[src/design/edsc_pkg.sv]
// Shared types and constants for the encoder drive-straight controller.
`timescale 1ns / 1ps

package edsc_pkg;

    localparam logic [1:0] KIND_LEFT  = 2'd0;
    localparam logic [1:0] KIND_RIGHT = 2'd1;
    localparam logic [1:0] KIND_BYTE  = 2'd2;

    localparam logic [1:0] DRV_OFF  = 2'd0;
    localparam logic [1:0] DRV_FWD  = 2'd1;
    localparam logic [1:0] DRV_BACK = 2'd2;

    localparam logic [1:0] CTR_OFF   = 2'd0;
    localparam logic [1:0] CTR_LEFT  = 2'd1;
    localparam logic [1:0] CTR_RIGHT = 2'd2;

    localparam logic [1:0] MODE_STILL = 2'd0;
    localparam logic [1:0] MODE_FWD   = 2'd1;
    localparam logic [1:0] MODE_BACK  = 2'd2;

    localparam logic [1:0] SIDE_NONE  = 2'd0;
    localparam logic [1:0] SIDE_LEFT  = 2'd1;
    localparam logic [1:0] SIDE_RIGHT = 2'd2;

    localparam logic [7:0] CH_M  = 8'h4D;
    localparam logic [7:0] CH_F  = 8'h46;
    localparam logic [7:0] CH_B  = 8'h42;
    localparam logic [7:0] CH_S  = 8'h53;
    localparam logic [7:0] CH_L  = 8'h4C;
    localparam logic [7:0] CH_R  = 8'h52;
    localparam logic [7:0] CH_NL = 8'h0A;

    localparam int CFG_IDX_BITS  = 2;
    localparam int CFG_DATA_BITS = 10;
    localparam logic [CFG_IDX_BITS-1:0]  CFG_ACTIVATE = 2'd0;
    localparam logic [CFG_IDX_BITS-1:0]  CFG_RELEASE  = 2'd1;
    localparam logic [CFG_DATA_BITS-1:0] ACTIVATE_RESET = 10'd38;
    localparam logic [CFG_DATA_BITS-1:0] RELEASE_RESET  = 10'd24;

    typedef enum logic [3:0] {
        ACT_NONE,
        ACT_LEFT_UP,
        ACT_LEFT_DOWN,
        ACT_RIGHT_UP,
        ACT_RIGHT_DOWN,
        ACT_GO_FWD,
        ACT_GO_BACK,
        ACT_LEFT_FWD,
        ACT_LEFT_BACK,
        ACT_RIGHT_FWD,
        ACT_RIGHT_BACK,
        ACT_HALT,
        ACT_CTR_LEFT,
        ACT_CTR_RIGHT,
        ACT_ALL_OFF
    } t_action;

    typedef struct packed {
        logic    valid;
        t_action action;
    } t_qitem;

endpackage

[src/design/edsc_in_if.sv]
// Input channel: encoder edges and command bytes.
`timescale 1ns / 1ps

interface edsc_in_if;
    logic       valid;
    logic       ready;
    logic [1:0] kind;
    logic       direction_level;
    logic [7:0] rx_byte;

    modport source (output valid, output kind, output direction_level, output rx_byte,
                    input ready);
    modport sink (input valid, input kind, input direction_level, input rx_byte,
                  output ready);
endinterface

[src/design/edsc_out_if.sv]
// Output channel: drive states and tick counts.
`timescale 1ns / 1ps

interface edsc_out_if #(
    parameter int TICK_BITS = 24
);
    logic                        valid;
    logic                        ready;
    logic [1:0]                  left_drive;
    logic [1:0]                  right_drive;
    logic [1:0]                  center_drive;
    logic                        correcting_now;
    logic [1:0]                  side_stopped;
    logic signed [TICK_BITS-1:0] left_count;
    logic signed [TICK_BITS-1:0] right_count;

    modport source (output valid, output left_drive, output right_drive,
                    output center_drive, output correcting_now, output side_stopped,
                    output left_count, output right_count, input ready);
    modport sink (input valid, input left_drive, input right_drive,
                  input center_drive, input correcting_now, input side_stopped,
                  input left_count, input right_count, output ready);
endinterface

[src/design/encoder_drive_straight_control.sv]
// Top level of the encoder drive-straight controller.
//
//   channel   dir   handshake        payload
//   i_in      in    valid / ready    kind, direction_level, rx_byte
//   o_out     out   valid / ready    drives, correction status, tick counts
//   i_cfg_*   in    write enable     register index, 10-bit data
//
// One item per cycle sustained while the output is not stalled. Each decoded
// action is written into the two-entry queue when its item is transferred, and
// the counter and check step then loads the result register from its head.
// The count/compare step in the back end sets the clock. Reset loads counters to
// zero, drives off, thresholds 38 and 24.
// A stalled output holds the back end; the queue then fills and drops i_in.ready.
`timescale 1ns / 1ps

module encoder_drive_straight_control #(
    parameter int TICK_BITS = 24
) (
    input  logic                               i_clk,
    input  logic                               i_rst_n,
    input  logic                               i_cfg_we,
    input  logic [edsc_pkg::CFG_IDX_BITS-1:0]  i_cfg_index,
    input  logic [edsc_pkg::CFG_DATA_BITS-1:0] i_cfg_data,
    edsc_in_if.sink                            i_in,
    edsc_out_if.source                         o_out
);

    edsc_pkg::t_qitem push, head;
    logic             q_ready;
    logic             pop;

    edsc_front u_front (
        .i_clk     (i_clk),
        .i_rst_n   (i_rst_n),
        .in_ch     (i_in),
        .i_q_ready (q_ready),
        .o_push    (push)
    );

    edsc_queue u_queue (
        .i_clk   (i_clk),
        .i_rst_n (i_rst_n),
        .i_push  (push),
        .o_ready (q_ready),
        .o_head  (head),
        .i_pop   (pop)
    );

    edsc_back #(
        .TICK_BITS (TICK_BITS)
    ) u_back (
        .i_clk       (i_clk),
        .i_rst_n     (i_rst_n),
        .i_cfg_we    (i_cfg_we),
        .i_cfg_index (i_cfg_index),
        .i_cfg_data  (i_cfg_data),
        .i_head      (head),
        .o_pop       (pop),
        .out_ch      (o_out)
    );

endmodule

[src/design/edsc_front.sv]
// Front end: accepts items, gathers command bytes and decodes them into actions.
`timescale 1ns / 1ps

module edsc_front (
    input  logic             i_clk,
    input  logic             i_rst_n,
    edsc_in_if.sink          in_ch,
    input  logic             i_q_ready,
    output edsc_pkg::t_qitem o_push
);

    logic [7:0] r_byte0, r_byte1, r_byte2;
    logic [1:0] r_count;
    logic [1:0] n_count;
    logic       accept;
    edsc_pkg::t_action n_action;

    function automatic edsc_pkg::t_action decode(input logic [7:0] a, input logic [7:0] b,
                                                 input logic [7:0] c);
        edsc_pkg::t_action act;
        act = edsc_pkg::ACT_NONE;
        if (a == edsc_pkg::CH_M) begin
            if (b == edsc_pkg::CH_F) begin
                if (c == edsc_pkg::CH_B)      act = edsc_pkg::ACT_GO_FWD;
                else if (c == edsc_pkg::CH_L) act = edsc_pkg::ACT_LEFT_FWD;
                else if (c == edsc_pkg::CH_R) act = edsc_pkg::ACT_RIGHT_FWD;
                else if (c == edsc_pkg::CH_F) act = edsc_pkg::ACT_HALT;
            end else if (b == edsc_pkg::CH_B) begin
                if (c == edsc_pkg::CH_B)      act = edsc_pkg::ACT_GO_BACK;
                else if (c == edsc_pkg::CH_L) act = edsc_pkg::ACT_LEFT_BACK;
                else if (c == edsc_pkg::CH_R) act = edsc_pkg::ACT_RIGHT_BACK;
                else if (c == edsc_pkg::CH_F) act = edsc_pkg::ACT_HALT;
            end else if (b == edsc_pkg::CH_S) begin
                if (c == edsc_pkg::CH_L)      act = edsc_pkg::ACT_CTR_LEFT;
                else if (c == edsc_pkg::CH_R) act = edsc_pkg::ACT_CTR_RIGHT;
                else if (c == edsc_pkg::CH_F) act = edsc_pkg::ACT_ALL_OFF;
            end
        end
        return act;
    endfunction

    assign in_ch.ready = i_q_ready;
    assign accept      = in_ch.valid && i_q_ready;

    always_comb begin
        n_action = edsc_pkg::ACT_NONE;
        n_count  = r_count;
        case (in_ch.kind)
            edsc_pkg::KIND_LEFT: begin
                n_action = in_ch.direction_level ? edsc_pkg::ACT_LEFT_UP
                                                 : edsc_pkg::ACT_LEFT_DOWN;
            end
            edsc_pkg::KIND_RIGHT: begin
                n_action = in_ch.direction_level ? edsc_pkg::ACT_RIGHT_UP
                                                 : edsc_pkg::ACT_RIGHT_DOWN;
            end
            edsc_pkg::KIND_BYTE: begin
                if (in_ch.rx_byte == edsc_pkg::CH_NL) begin
                    if (r_count == 2'd3) n_action = decode(r_byte0, r_byte1, r_byte2);
                    n_count = 2'd0;
                end else if (r_count != 2'd3) begin
                    n_count = r_count + 2'd1;
                end
            end
            default: begin
                n_action = edsc_pkg::ACT_NONE;
            end
        endcase
    end

    assign o_push.valid  = accept;
    assign o_push.action = n_action;

    always_ff @(posedge i_clk) begin
        if (!i_rst_n) begin
            r_count <= 2'd0;
        end else if (accept) begin
            r_count <= n_count;
        end
    end

    // byte slots are only read once all three have been written
    always_ff @(posedge i_clk) begin
        if (accept && in_ch.kind == edsc_pkg::KIND_BYTE && in_ch.rx_byte != edsc_pkg::CH_NL) begin
            case (r_count)
                2'd0:    r_byte0 <= in_ch.rx_byte;
                2'd1:    r_byte1 <= in_ch.rx_byte;
                2'd2:    r_byte2 <= in_ch.rx_byte;
                default: r_byte2 <= r_byte2;
            endcase
        end
    end

endmodule

[src/design/edsc_queue.sv]
// Two-entry action queue between front and back end.
`timescale 1ns / 1ps

module edsc_queue (
    input  logic             i_clk,
    input  logic             i_rst_n,
    input  edsc_pkg::t_qitem i_push,
    output logic             o_ready,
    output edsc_pkg::t_qitem o_head,
    input  logic             i_pop
);

    localparam int DEPTH      = 2;
    localparam int PTR_BITS   = $clog2(DEPTH);
    localparam int COUNT_BITS = $clog2(DEPTH + 1);
    localparam logic [COUNT_BITS-1:0] FULL  = COUNT_BITS'(DEPTH);
    localparam logic [COUNT_BITS-1:0] C_ONE = COUNT_BITS'(1);
    localparam logic [PTR_BITS-1:0]   P_ONE = PTR_BITS'(1);

    edsc_pkg::t_action       r_entry [DEPTH];
    logic [PTR_BITS-1:0]     r_wr, r_rd;
    logic [COUNT_BITS-1:0]   r_count;

    assign o_ready       = r_count != FULL;
    assign o_head.valid  = r_count != '0;
    assign o_head.action = r_entry[r_rd];

    always_ff @(posedge i_clk) begin
        if (!i_rst_n) begin
            r_wr    <= '0;
            r_rd    <= '0;
            r_count <= '0;
        end else begin
            if (i_push.valid) r_wr <= r_wr + P_ONE;
            if (i_pop)        r_rd <= r_rd + P_ONE;
            case ({i_push.valid, i_pop})
                2'b10:   r_count <= r_count + C_ONE;
                2'b01:   r_count <= r_count - C_ONE;
                default: r_count <= r_count;
            endcase
        end
    end

    always_ff @(posedge i_clk) begin
        if (i_push.valid) r_entry[r_wr] <= i_push.action;
    end

endmodule

[src/design/edsc_back.sv]
// Back end: tick counters, drive states, straightness check and result register.
`timescale 1ns / 1ps

module edsc_back #(
    parameter int TICK_BITS = 24
) (
    input  logic                               i_clk,
    input  logic                               i_rst_n,
    input  logic                               i_cfg_we,
    input  logic [edsc_pkg::CFG_IDX_BITS-1:0]  i_cfg_index,
    input  logic [edsc_pkg::CFG_DATA_BITS-1:0] i_cfg_data,
    input  edsc_pkg::t_qitem                   i_head,
    output logic                               o_pop,
    edsc_out_if.source                         out_ch
);

    localparam int DIFF_BITS = TICK_BITS + 1;
    localparam logic signed [TICK_BITS-1:0] TICK_MAX = {1'b0, {(TICK_BITS-1){1'b1}}};
    localparam logic signed [TICK_BITS-1:0] TICK_MIN = {1'b1, {(TICK_BITS-1){1'b0}}};
    localparam logic signed [TICK_BITS-1:0] TICK_ONE = TICK_BITS'(1);
    localparam logic signed [DIFF_BITS-1:0] DIFF_ONE = DIFF_BITS'(1);

    logic signed [TICK_BITS-1:0] r_left, r_right, n_left, n_right;
    logic signed [DIFF_BITS-1:0] r_diff, n_diff, lr, act_w, rel_w;
    logic [1:0] r_mode, n_mode, r_side, n_side;
    logic [1:0] r_drv_l, r_drv_r, r_drv_c, n_drv_l, n_drv_r, n_drv_c;
    logic       r_moving, n_moving, r_corr, n_corr;
    logic       r_out_valid;
    logic [edsc_pkg::CFG_DATA_BITS-1:0] r_act, r_rel;
    logic [1:0] dir;

    assign o_pop = i_head.valid && (!r_out_valid || out_ch.ready);

    // r_diff tracks right minus left
    always_comb begin
        n_left   = r_left;
        n_right  = r_right;
        n_diff   = r_diff;
        n_mode   = r_mode;
        n_moving = r_moving;
        n_corr   = r_corr;
        n_side   = r_side;
        n_drv_l  = r_drv_l;
        n_drv_r  = r_drv_r;
        n_drv_c  = r_drv_c;
        case (i_head.action)
            edsc_pkg::ACT_LEFT_UP: begin
                if (r_left != TICK_MAX) begin
                    n_left = r_left + TICK_ONE;
                    n_diff = r_diff - DIFF_ONE;
                end
            end
            edsc_pkg::ACT_LEFT_DOWN: begin
                if (r_left != TICK_MIN) begin
                    n_left = r_left - TICK_ONE;
                    n_diff = r_diff + DIFF_ONE;
                end
            end
            edsc_pkg::ACT_RIGHT_UP: begin
                if (r_right != TICK_MAX) begin
                    n_right = r_right + TICK_ONE;
                    n_diff  = r_diff + DIFF_ONE;
                end
            end
            edsc_pkg::ACT_RIGHT_DOWN: begin
                if (r_right != TICK_MIN) begin
                    n_right = r_right - TICK_ONE;
                    n_diff  = r_diff - DIFF_ONE;
                end
            end
            edsc_pkg::ACT_GO_FWD: begin
                n_mode   = edsc_pkg::MODE_FWD;
                n_moving = 1'b1;
                n_drv_l  = edsc_pkg::DRV_FWD;
                n_drv_r  = edsc_pkg::DRV_FWD;
            end
            edsc_pkg::ACT_GO_BACK: begin
                n_mode   = edsc_pkg::MODE_BACK;
                n_moving = 1'b1;
                n_drv_l  = edsc_pkg::DRV_BACK;
                n_drv_r  = edsc_pkg::DRV_BACK;
            end
            edsc_pkg::ACT_LEFT_FWD:   n_drv_l = edsc_pkg::DRV_FWD;
            edsc_pkg::ACT_LEFT_BACK:  n_drv_l = edsc_pkg::DRV_BACK;
            edsc_pkg::ACT_RIGHT_FWD:  n_drv_r = edsc_pkg::DRV_FWD;
            edsc_pkg::ACT_RIGHT_BACK: n_drv_r = edsc_pkg::DRV_BACK;
            edsc_pkg::ACT_HALT: begin
                n_moving = 1'b0;
                n_drv_l  = edsc_pkg::DRV_OFF;
                n_drv_r  = edsc_pkg::DRV_OFF;
                n_drv_c  = edsc_pkg::CTR_OFF;
            end
            edsc_pkg::ACT_CTR_LEFT:  n_drv_c = edsc_pkg::CTR_LEFT;
            edsc_pkg::ACT_CTR_RIGHT: n_drv_c = edsc_pkg::CTR_RIGHT;
            edsc_pkg::ACT_ALL_OFF: begin
                n_drv_l = edsc_pkg::DRV_OFF;
                n_drv_r = edsc_pkg::DRV_OFF;
                n_drv_c = edsc_pkg::CTR_OFF;
            end
            default: begin
                n_drv_c = r_drv_c;
            end
        endcase

        lr    = -n_diff;
        act_w = $signed({{(DIFF_BITS-edsc_pkg::CFG_DATA_BITS){1'b0}}, r_act});
        rel_w = $signed({{(DIFF_BITS-edsc_pkg::CFG_DATA_BITS){1'b0}}, r_rel});
        dir   = (n_mode == edsc_pkg::MODE_FWD) ? edsc_pkg::DRV_FWD : edsc_pkg::DRV_BACK;

        if (n_moving && n_mode == edsc_pkg::MODE_FWD) begin
            if (n_diff > act_w) begin
                n_drv_r = edsc_pkg::DRV_OFF;
                n_side  = edsc_pkg::SIDE_RIGHT;
                n_corr  = 1'b1;
            end
            if (lr > act_w) begin
                n_drv_l = edsc_pkg::DRV_OFF;
                n_side  = edsc_pkg::SIDE_LEFT;
                n_corr  = 1'b1;
            end
            if (n_corr && ((n_side == edsc_pkg::SIDE_LEFT && lr < rel_w)
                        || (n_side == edsc_pkg::SIDE_RIGHT && n_diff < rel_w))) begin
                n_drv_l = dir;
                n_drv_r = dir;
                n_side  = edsc_pkg::SIDE_NONE;
                n_corr  = 1'b0;
            end
        end else if (n_moving && n_mode == edsc_pkg::MODE_BACK) begin
            if (n_diff > act_w) begin
                n_drv_l = edsc_pkg::DRV_OFF;
                n_side  = edsc_pkg::SIDE_LEFT;
                n_corr  = 1'b1;
            end
            if (lr > act_w) begin
                n_drv_r = edsc_pkg::DRV_OFF;
                n_side  = edsc_pkg::SIDE_RIGHT;
                n_corr  = 1'b1;
            end
            if (n_corr && ((n_side == edsc_pkg::SIDE_LEFT && n_diff < rel_w)
                        || (n_side == edsc_pkg::SIDE_RIGHT && lr < rel_w))) begin
                n_drv_l = dir;
                n_drv_r = dir;
                n_side  = edsc_pkg::SIDE_NONE;
                n_corr  = 1'b0;
            end
        end
    end

    always_ff @(posedge i_clk) begin
        if (!i_rst_n) begin
            r_left      <= '0;
            r_right     <= '0;
            r_diff      <= '0;
            r_mode      <= edsc_pkg::MODE_STILL;
            r_moving    <= 1'b0;
            r_corr      <= 1'b0;
            r_side      <= edsc_pkg::SIDE_NONE;
            r_drv_l     <= edsc_pkg::DRV_OFF;
            r_drv_r     <= edsc_pkg::DRV_OFF;
            r_drv_c     <= edsc_pkg::CTR_OFF;
            r_out_valid <= 1'b0;
            r_act       <= edsc_pkg::ACTIVATE_RESET;
            r_rel       <= edsc_pkg::RELEASE_RESET;
        end else begin
            if (o_pop) begin
                r_left      <= n_left;
                r_right     <= n_right;
                r_diff      <= n_diff;
                r_mode      <= n_mode;
                r_moving    <= n_moving;
                r_corr      <= n_corr;
                r_side      <= n_side;
                r_drv_l     <= n_drv_l;
                r_drv_r     <= n_drv_r;
                r_drv_c     <= n_drv_c;
                r_out_valid <= 1'b1;
            end else if (out_ch.ready) begin
                r_out_valid <= 1'b0;
            end
            if (i_cfg_we) begin
                if (i_cfg_index == edsc_pkg::CFG_ACTIVATE) r_act <= i_cfg_data;
                if (i_cfg_index == edsc_pkg::CFG_RELEASE)  r_rel <= i_cfg_data;
            end
        end
    end

    // state only moves on a pop, so it holds as the result until transferred
    assign out_ch.valid          = r_out_valid;
    assign out_ch.left_drive     = r_drv_l;
    assign out_ch.right_drive    = r_drv_r;
    assign out_ch.center_drive   = r_drv_c;
    assign out_ch.correcting_now = r_corr;
    assign out_ch.side_stopped   = r_side;
    assign out_ch.left_count     = r_left;
    assign out_ch.right_count    = r_right;

endmodule
[src/flat_wrapper.sv]
// flat-port wrapper written by rule: the top's interface ports become plain ports
module encoder_drive_straight_control_flat 
#(
    parameter int TICK_BITS = 24
)
  (i_clk, i_rst_n, i_cfg_we, i_cfg_index, i_cfg_data, i_in_valid, i_in_kind, i_in_direction_level, i_in_rx_byte, i_in_ready, o_out_valid, o_out_left_drive, o_out_right_drive, o_out_center_drive, o_out_correcting_now, o_out_side_stopped, o_out_left_count, o_out_right_count, o_out_ready);
  edsc_in_if i_in_i ();
  edsc_out_if #(.TICK_BITS(TICK_BITS)) o_out_i ();
  input  logic i_clk;
  input  logic i_rst_n;
  input  logic i_cfg_we;
  input  logic [edsc_pkg::CFG_IDX_BITS-1:0] i_cfg_index;
  input  logic [edsc_pkg::CFG_DATA_BITS-1:0] i_cfg_data;
  input wire logic [$bits(i_in_i.valid)-1:0] i_in_valid;
  input wire logic [$bits(i_in_i.kind)-1:0] i_in_kind;
  input wire logic [$bits(i_in_i.direction_level)-1:0] i_in_direction_level;
  input wire logic [$bits(i_in_i.rx_byte)-1:0] i_in_rx_byte;
  output wire logic [$bits(i_in_i.ready)-1:0] i_in_ready;
  output wire logic [$bits(o_out_i.valid)-1:0] o_out_valid;
  output wire logic [$bits(o_out_i.left_drive)-1:0] o_out_left_drive;
  output wire logic [$bits(o_out_i.right_drive)-1:0] o_out_right_drive;
  output wire logic [$bits(o_out_i.center_drive)-1:0] o_out_center_drive;
  output wire logic [$bits(o_out_i.correcting_now)-1:0] o_out_correcting_now;
  output wire logic [$bits(o_out_i.side_stopped)-1:0] o_out_side_stopped;
  output wire logic [$bits(o_out_i.left_count)-1:0] o_out_left_count;
  output wire logic [$bits(o_out_i.right_count)-1:0] o_out_right_count;
  input wire logic [$bits(o_out_i.ready)-1:0] o_out_ready;
  assign i_in_i.valid = i_in_valid;
  assign i_in_i.kind = i_in_kind;
  assign i_in_i.direction_level = i_in_direction_level;
  assign i_in_i.rx_byte = i_in_rx_byte;
  assign i_in_ready = i_in_i.ready;
  assign o_out_valid = o_out_i.valid;
  assign o_out_left_drive = o_out_i.left_drive;
  assign o_out_right_drive = o_out_i.right_drive;
  assign o_out_center_drive = o_out_i.center_drive;
  assign o_out_correcting_now = o_out_i.correcting_now;
  assign o_out_side_stopped = o_out_i.side_stopped;
  assign o_out_left_count = o_out_i.left_count;
  assign o_out_right_count = o_out_i.right_count;
  assign o_out_i.ready = o_out_ready;
  encoder_drive_straight_control #(.TICK_BITS(TICK_BITS)) u_core (.i_clk(i_clk), .i_rst_n(i_rst_n), .i_cfg_we(i_cfg_we), .i_cfg_index(i_cfg_index), .i_cfg_data(i_cfg_data), .i_in(i_in_i), .o_out(o_out_i));
endmodule
[config.mk]
export PLATFORM = sky130hd
export DESIGN_NAME = encoder_drive_straight_control_flat
export DESIGN_NICKNAME = d
export VERILOG_FILES = /design/src/design/edsc_pkg.sv /design/src/design/edsc_in_if.sv /design/src/design/edsc_out_if.sv /design/src/design/encoder_drive_straight_control.sv /design/src/design/edsc_front.sv /design/src/design/edsc_queue.sv /design/src/design/edsc_back.sv /design/src/flat_wrapper.sv
export SDC_FILE = /design/constraint.sdc
export NUM_CORES = 1
export LEC_CHECK = 0
export BUFFER_PORTS_ARGS = -buffer_cell sky130_fd_sc_hd__buf_2
export CAP_MARGIN = 20
export CORE_AREA = 2 2 175 126
export DETAILED_ROUTE_END_ITERATION = 6
export DIE_AREA = 0 0 177 128
export PLACE_DENSITY = 0.8
export SYNTH_ARGS = -nofsm -noshare
export SYNTH_HDL_FRONTEND = slang
export SYNTH_SLANG_ARGS = --single-unit
[constraint.sdc]
create_clock -name i_clk -period 5.1 [get_ports i_clk]
set_clock_uncertainty 0.2 [all_clocks]
set_input_delay 0.765 -clock i_clk [delete_from_list [all_inputs] [get_ports i_clk]]
set_output_delay 0.765 -clock i_clk [all_outputs]
set_load 0.02 [all_outputs]
==> results of run 1 <==
synth_stat cells, drive strengths merged (5+ instances only):
cell type	number
nand3	36
xnor2	41
o31ai	12
o211ai	13
nand4	32
inv	61
nor3	51
mux2i	19
a31oi	12
nor2	181
a31o	6
or3	22
nand2	104
nand2b	15
clkbuf	49
a2111oi	5
a21boi	9
edfxtp	32
nor4	36
nor3b	11
o21ai	74
a21oi	124
nor4b	8
or2	11
o21a	9
o41ai	7
o22ai	9
a211oi	27
nor2b	21
and2	11
buf	18
ha	89
nand3b	9
dfxtp	113
or4	13
and3	11
o31a	8
o311a	5
a21o	15
a211o	6
a221oi	7
xor2	26
timing repair:
| action | in CTS | in global routing |
|---|---|---|
| resized for setup | 29 | 81 |
| gates cloned | 0 | 1 |
| setup endpoints to repair | 11 | 18 |
| pin swaps | 10 | 32 |
| buffers inserted | 13 | 24 |
area by class of cell:
cell class              count  area [sq um]
repair buffers            287          1980
multi-input cells        1167          8340
well taps                 282           353
inverters                  62           238
flip-flops and latches    145          3230
clock inverters            12           134
fillers                  1628          6410
clock buffers              20           437
kinds of logic (layout without fill, tap and decap cells):
kind of cell,Yosys count,count (layout),share of synthesized area [%]
compound gates,395,395,23.2
flops,145,145,27.9
fa+ha+maj,91,91,9.98
xor+xnor,67,67,5.08
buf+inv,129,381,4.65
simple gates,591,591,27.1
mux,23,23,2.10
critical path, cell delays in order (launching register included):
cell       delay [ns]
dfxtp_4          0.40
buf_6            0.15
mux2_4           0.34
o211ai_4         0.10
and3b_1          0.22
and3b_2          0.27
nand2_4          0.09
a2111oi_4        0.34
inv_2            0.09
or4b_4           0.60
nor2b_4          0.15
xnor2_2          0.09
ha_1             0.30
nand4_1          0.11
a211o_1          0.26
a31o_2           0.28
and4b_1          0.22
nand3b_1         0.19
a221oi_2         0.34
o21ai_1          0.12
a221oi_2         0.22
a32o_1           0.14
per-layer routing:
metal | share of wire (%) | GRT usage, % | vias to the layer above
met5 | 0 | 0 | -
met4 | 2.1 | 8.17 | 0
met3 | 11 | 7.62 | 80
met2 | 42 | 45.0 | 675
met1 | 45 | 45.5 | 5852
li1 | - | - | 5867
power groups by stage:
stage | clock network (W) | logic (W) | registers (W)
after floorplan | 0 | 0.00339 | 0.00147
after global routing | 0.00129 | 0.00638 | 0.00152
after global placement | 0 | 0.00497 | 0.00151
after CTS | 0.00125 | 0.00525 | 0.00149
final | 0.00124 | 0.00597 | 0.00150
after detailed placement | 0 | 0.00503 | 0.00152
path summary, 6_finish.rpt:
check                          from                             endpoint  depth (start not counted)
max                        register  u_core.u_back.out_ch.right_drive[0]                         21
min          u_core.u_back.r_act[7]               u_core.u_back.r_act[7]                          2
min reg2reg  u_core.u_back.r_act[7]               u_core.u_back.r_act[7]                          2
max reg2reg                register  u_core.u_back.out_ch.right_drive[0]                         21
registers in the layout (all words and copies together) (netlist names), named ones only:
register                             flops
u_core.u_back.r_act                     10
u_core.u_front.r_byte2                   8
u_core.u_back.r_rel                     10
u_core.u_front.r_byte0                   8
u_core.u_back.out_ch.left_count         24
u_core.u_queue.r_wr                      1
u_core.u_back.out_ch.correcting_now      1
u_core.u_back.out_ch.valid               1
u_core.u_back.out_ch.right_drive         2
u_core.u_queue.r_count                   2
u_core.u_front.r_count                   2
u_core.u_front.r_byte1                   8
u_core.u_back.out_ch.right_count        24
u_core.u_back.r_moving                   1
u_core.u_queue.r_entry                   8
u_core.u_back.r_diff                    25
u_core.u_back.r_mode                     2
u_core.u_back.out_ch.side_stopped        2
u_core.u_back.out_ch.center_drive        2
u_core.u_queue.r_rd                      1
u_core.u_back.out_ch.left_drive          2
metrics by stage:
step           std cells  setup WS (ns)  total power, W  TNS (ns)
6_report            1975         -0.167         0.00872    -0.418
5_1_grt             1975         -0.358         0.00920     -2.02
4_1_cts             1950        -0.0445         0.00798   -0.0583
3_5_place_dp        1905         -0.268         0.00655     -1.85
3_3_place_gp        1905         -0.181         0.00648     -1.01
2_1_floorplan       1441        -0.0947         0.00485    -0.271
==> summary.md, run 1 <==
| Metric | Value |
|---|---|
| Share of cells above drive strength 1 | `26.2%` |
| Leak | `6.22 nW` |
| Number of remaining DRC errors | `0` |
| Max-cap viol count | `0` |
| Nets@finish | `1799` |
| Via count | `12500` |
| Synth area leader | `dfxtp_1` |
| Post-route setup slack | `-0.167 ns` |
| Area after DPL | `0.0133 sq mm` |
| Ant. Diodes | `0` |
| Internal power | `0.00463 W` |
| RSZ-0062 raised after global routing | `true` |
| Required time worst endpoint | `5.28 ns` |
| Total CTS buffers | `17` |
| Share of the synthesized area in the top cell type | `19.6%` |
| Slew @ Worst Pin | `1.07 ns` |
| Final period util | `103%` |
| Critical path capture point type | `register` |
| Total Die Area | `0.0227 sq mm` |
| Hold Crit Class | `reg2reg` |
| Register area share after synthesis | `27.9%` |
| Syn nets | `1560` |
| Kind of critical path | `reg2reg` |
| WL final | `36900 microns` |
| CTS Sinks | `145` |
| Hold_ws | `0.260 ns` |
| DP Wirelength | `26500 microns` |
| Routed WL per cell | `18.7 microns` |
| Post-synthesis cell type count | `105` |
| Mapped Avg Cell Area | `8.02 sq um` |
| Peak supply drop | `0.000348 V` |
| Sequential share of power | `17.2%` |
| GRT Residual Overflow | `0` |
| Yosys reg bits | `145` |
| Clock power share | `14.3%` |
| Final Hold Fails | `0` |
| Status | `finished with violations` |
| Commonest cells after routing, fill and taps aside | `buf_4, nor2_1, dfxtp_1` |
| Synth Cell Area | `0.0116 sq mm` |
| Cell area power density | `593 mW/mm^2` |
| Antenna Nets Post-Route | `0` |
| First-pass GRT wire length | `56500 microns` |
| Starting Density | `54.7%` |
| CTS Hold Bufs | `0` |
| Tot GR Track Use | `31.0%` |
| Max clock buf depth | `2` |
| Initial antenna violation count | `0` |
| Post-Syn Instances | `1441` |
| DR vias/cell | `6.32` |
| Reg clk slew, reported paths | `0.06 ns` |
| Critical path fanouts, max | `6` |
| Logic pwr share | `68.5%` |
| Post-synth top flop | `dfxtp_1` |
| Root buf cell | `clkbuf_16` |
| Largest net degree at the start of global routing | `56` |
| Minimum setup slack among reg-to-reg paths | `-0.17 ns` |
| Finished Core Util | `69.7%` |
| Skew-Pair Late Insertion Delay | `0.44 ns` |
| Io pins | `87` |
| Tmin final | `5.27 ns` |
| TritonCTS clock tree | `done` |
| Syn. warnings | `0` |
| H-tree Lvls | `4` |
| Most common cell after layout, fill and taps aside | `buf_4` |
| Vias in the first global route | `11100` |
| Die height | `128 microns` |
| Slew HR | `28.7%` |
| Ranking of synthesized cells by area | `dfxtp_1, ha_1, edfxtp_1` |
| Switching power total | `0.00409 W` |
| Pins Over Slew Limit | `0` |
| Num rows | `45` |
| Gp weighted congestion | `1.04` |
| 1st-iter DRT viols | `1467` |
| Failing checks | `setup timing` |
| Async set-or-reset flop fraction in the synthesized netlist | `0%` |
| Switching share of total power | `46.9%` |
| Maximum clock rate | `190 MHz` |
| EDFF count, synth | `32` |
| CP startpoint kind | `register` |
| Final Instance Area | `0.0147 sq mm` |
| Synth-to-Final Area Change | `27.3%` |
| Input/output buffers | `86` |
| Final Setup Violations | `5` |
| Crit path DAT | `5.45 ns` |
| Core Box Area | `0.0211 sq mm` |
| Die extent in x | `177 microns` |
| DRT Pass-1 Iters | `6` |
Power figures use the tool's default switching activity.
==> inputs of run 2 (changes only) <==
--- a/config.mk
+++ b/config.mk
@@ -7,10 +7,10 @@
 export LEC_CHECK = 0
 export BUFFER_PORTS_ARGS = -buffer_cell sky130_fd_sc_hd__buf_2
 export CAP_MARGIN = 20
-export CORE_AREA = 2 2 175 126
+export CORE_AREA = 2 2 172 124
 export DETAILED_ROUTE_END_ITERATION = 6
-export DIE_AREA = 0 0 177 128
-export PLACE_DENSITY = 0.8
+export DIE_AREA = 0 0 174 126
+export PLACE_DENSITY = 0.79
 export SYNTH_ARGS = -nofsm -noshare
 export SYNTH_HDL_FRONTEND = slang
 export SYNTH_SLANG_ARGS = --single-unit
==> constraint.sdc (replaced) <==
create_clock -name i_clk -period 5.2 [get_ports i_clk]
set_clock_uncertainty 0.2 [all_clocks]
set_input_delay 0.78 -clock i_clk [delete_from_list [all_inputs] [get_ports i_clk]]
set_output_delay 0.78 -clock i_clk [all_outputs]
set_load 0.02 [all_outputs]
==> summary.md, run 2 (synthesized netlist as in run 1, its figures left out) <==
| Metric | Value |
|---|---|
| Number of remaining DRC errors | `0 (unchanged)` |
| Starting Density | `57.0% (was 54.7%)` |
| CTS Hold Bufs | `0 (unchanged)` |
| Worst Hold Path EP | `u_core.u_back.r_act[6] (was u_core.u_back.r_act[7])` |
| Internal power | `0.00469 W (was 0.00463 W)` |
| Num rows | `44 (was 45)` |
| Sequential share of power | `16.6% (was 17.2%)` |
| Slew HR | `37.2% (was 28.7%)` |
| Skew-Pair Late Insertion Delay | `0.44 ns (about the same)` |
| TritonCTS clock tree | `done (unchanged)` |
| Io pins | `87 (unchanged)` |
| Largest net degree at the start of global routing | `58 (was 56)` |
| Initial antenna violation count | `0 (unchanged)` |
| Synth-to-Final Area Change | `28.0% (was 27.3%)` |
| Switching share of total power | `47.1% (was 46.9%)` |
| DR vias/cell | `6.46 (was 6.32)` |
| Kind of critical path | `reg2reg (unchanged)` |
| Crit path DAT | `5.40 ns (was 5.45 ns)` |
| Final Setup Violations | `5 (unchanged)` |
| Critical path capture point type | `register (unchanged)` |
| Reg-to-reg endpoint | `u_core.u_back.out_ch.right_drive[0] (unchanged)` |
| Max clock buf depth | `2 (unchanged)` |
| CP startpoint kind | `register (unchanged)` |
| Status | `finished with violations (unchanged)` |
| Ant. Diodes | `0 (unchanged)` |
| CTS Sinks | `145 (unchanged)` |
| First-pass GRT wire length | `57600 microns (was 56500 microns)` |
| Slew @ Worst Pin | `0.942 ns (was 1.07 ns)` |
| GRT Residual Overflow | `0 (unchanged)` |
| Routed WL per cell | `19.3 microns (was 18.7 microns)` |
| DRT Pass-1 Iters | `6 (unchanged)` |
| Die extent in x | `174 microns (was 177 microns)` |
| Area of the multi-input gates | `0.00839 sq mm (was 0.00834 sq mm)` |
| Tot GR Track Use | `32.0% (was 31.0%)` |
| Reg-to-reg startpoint | `u_core.u_back.out_ch.right_count[1]` |
| Reg clk slew, reported paths | `0.07 ns (was 0.06 ns)` |
| Core Box Area | `0.0203 sq mm (was 0.0211 sq mm)` |
| Tmin final | `5.27 ns (about the same)` |
| Clock power share | `14.7% (was 14.3%)` |
| Pre-CTS WS | `-0.180 ns (was -0.268 ns)` |
| Area after DPL | `0.0133 sq mm (about the same)` |
| Switching power total | `0.00419 W (was 0.00409 W)` |
| Hold depth | `2 (unchanged)` |
| Required time worst endpoint | `5.33 ns (was 5.28 ns)` |
| Failing checks | `setup timing (unchanged)` |
| Most frequent cell on the critical path | `a211o_1 (was a221oi_2)` |
| Antenna Nets Post-Route | `0 (unchanged)` |
| Via count | `12700 (was 12500)` |
| 1st-iter DRT viols | `1580 (was 1467)` |
| Max reg flops | `25 (unchanged)` |
| Largest stage delay, worst path | `0.59 ns (was 0.60 ns)` |
| Slowest cell on the critical path | `or4b_4 (unchanged)` |
| Reg2reg path depth | `20 (was 21)` |
| Share of cells above drive strength 1 | `26.6% (was 26.2%)` |
| Critical path fanouts, max | `6 (unchanged)` |
| Fillers | `1575 (was 1628)` |
| Cell Chain, Critical Path | `nor4b_1 -> and4_1 -> a21oi_2 -> nor2_2 -> nor2_1 -> a2111oi_4 -> inv_2 -> or4b_4 -> nor2b_2 -> xnor2_1 -> ha_1 -> nand4_1 -> a211o_1 -> a31o_2 -> and4b_1 -> a211o_1 -> a21oi_4 -> buf_6 -> o22ai_2 -> a32o_1 (was buf_6 -> mux2_4 -> o211ai_4 -> and3b_1 -> and3b_2 -> nand2_4 -> a2111oi_4 -> inv_2 -> or4b_4 -> nor2b_4 -> xnor2_2 -> ha_1 -> nand4_1 -> a211o_1 -> a31o_2 -> and4b_1 -> nand3b_1 -> a221oi_2 -> o21ai_1 -> a221oi_2 -> a32o_1)` |
| H-tree Lvls | `4 (unchanged)` |
| Cell area power density | `601 mW/mm^2 (was 593 mW/mm^2)` |
| Most common cell after layout, fill and taps aside | `buf_4 (unchanged)` |
| Final Instance Area | `0.0148 sq mm (was 0.0147 sq mm)` |
| Minimum setup slack among reg-to-reg paths | `-0.07 ns (was -0.17 ns)` |
| RSZ-0062 raised after global routing | `true (unchanged)` |
| Post-route setup slack | `-0.0701 ns (was -0.167 ns)` |
| Pins Over Slew Limit | `0 (unchanged)` |
| Total CTS buffers | `17 (unchanged)` |
| Gp weighted congestion | `1.02 (was 1.04)` |
| Final period util | `101% (was 103%)` |
| Leak | `6.19 nW (was 6.22 nW)` |
| Peak supply drop | `0.000298 V (was 0.000348 V)` |
| Hold Crit Class | `reg2reg (unchanged)` |
| WL final | `37800 microns (was 36900 microns)` |
| Final Hold Fails | `0 (unchanged)` |
| Logic pwr share | `68.6% (was 68.5%)` |
| Maximum clock rate | `190 MHz (about the same)` |
| Nets@finish | `1791 (was 1799)` |
| Largest Register | `u_core.u_back.r_diff (unchanged)` |
| Die height | `126 microns (was 128 microns)` |
| Total Die Area | `0.0219 sq mm (was 0.0227 sq mm)` |
| Commonest cells after routing, fill and taps aside | `buf_4, nor2_1, dfxtp_1 (unchanged)` |
| Max-cap viol count | `0 (unchanged)` |
| Vias in the first global route | `11200 (was 11100)` |
| DP Wirelength | `26500 microns (about the same)` |
| Register Area | `0.00323 sq mm (about the same)` |
| Input/output buffers | `86 (unchanged)` |
| Root buf cell | `clkbuf_16 (unchanged)` |
| Critical Path Start | `u_core.u_back.out_ch.right_count[1]` |
| Min-delay src | `u_core.u_back.r_act[6] (was u_core.u_back.r_act[7])` |
run 2: worst max path at each step:
stage / to / slack, ns / cells after the start
floorplan: u_core.u_back.out_ch.left_drive[1] / -0.03 / 26
CTS: u_core.u_back.out_ch.left_count[23] / 0.003 / 23
finish: u_core.u_back.out_ch.right_drive[0] / -0.07 / 20
global route: u_core.u_back.out_ch.right_drive[0] / -0.21 / 21
detailed placement: u_core.u_back.out_ch.side_stopped[1] / -0.18 / 26
global placement: u_core.u_back.out_ch.side_stopped[1] / -0.04 / 27
run 2: power groups by stage:
stage | combinational [W] | clock [W] | sequential [W]
after floorplan | 0.00332 | 0 | 0.00144
after CTS | 0.00500 | 0.00130 | 0.00146
final | 0.00610 | 0.00131 | 0.00148
after global placement | 0.00478 | 0 | 0.00148
after global routing | 0.00649 | 0.00135 | 0.00149
after detailed placement | 0.00489 | 0 | 0.00148
run 2: critical path, delay by kind of cell, from the launching register on:
kind,cells,cell delay (ns)
adders and majority gates,1,0.31
AOI/OAI and AO/OA,8,1.85
DFF,1,0.36
xor gates and xnor gates,1,0.11
and+or+nand+nor,8,2.10
buffers and inverters,2,0.21
run 2: cell type report:
cell class                      count  area share (%)
Clock buffer                       18            2.90
Sequential cell                   145            21.8
Clock inverter                     14            1.21
Timing Repair Buffer              279            13.4
Inverter                           62            1.61
Multi-Input combinational cell   1167            56.7
Tap cell                          276            2.33
run 2: timing repair:
item / in CTS / in global routing
endpoints found under the setup margin: 11 / 16
cloned: 0 / 1
pin swaps: 2 / 72
resized for setup: 17 / 112
buffers inserted: 1 / 39
run 2: through the flow:
stage | TNS, ns | power (W) | cells | utilization (%) | hold slack (ns)
2_1_floorplan | -0.0342 | 0.00475 | 1441 | - | 0.236
3_3_place_gp | -0.105 | 0.00626 | 1888 | 65.4 | 0.244
3_5_place_dp | -1.02 | 0.00637 | 1888 | 65.4 | 0.246
4_1_cts | 0 | 0.00777 | 1921 | 68.8 | 0.255
5_1_grt | -1.39 | 0.00934 | 1961 | 73.0 | 0.288
6_report | -0.138 | 0.00888 | 1961 | 73.0 | 0.255
run 2: layer usage:
| metal | track usage (%) | vias to the layer above | share of wire (%) |
|---|---|---|---|
| met5 | 0 | - | 0 |
| li1 | - | 5843 | - |
| met1 | 48.2 | 5974 | 44 |
| met3 | 6.22 | 100 | 11 |
| met4 | 7.51 | 0 | 2.2 |
| met2 | 47.2 | 759 | 42 |
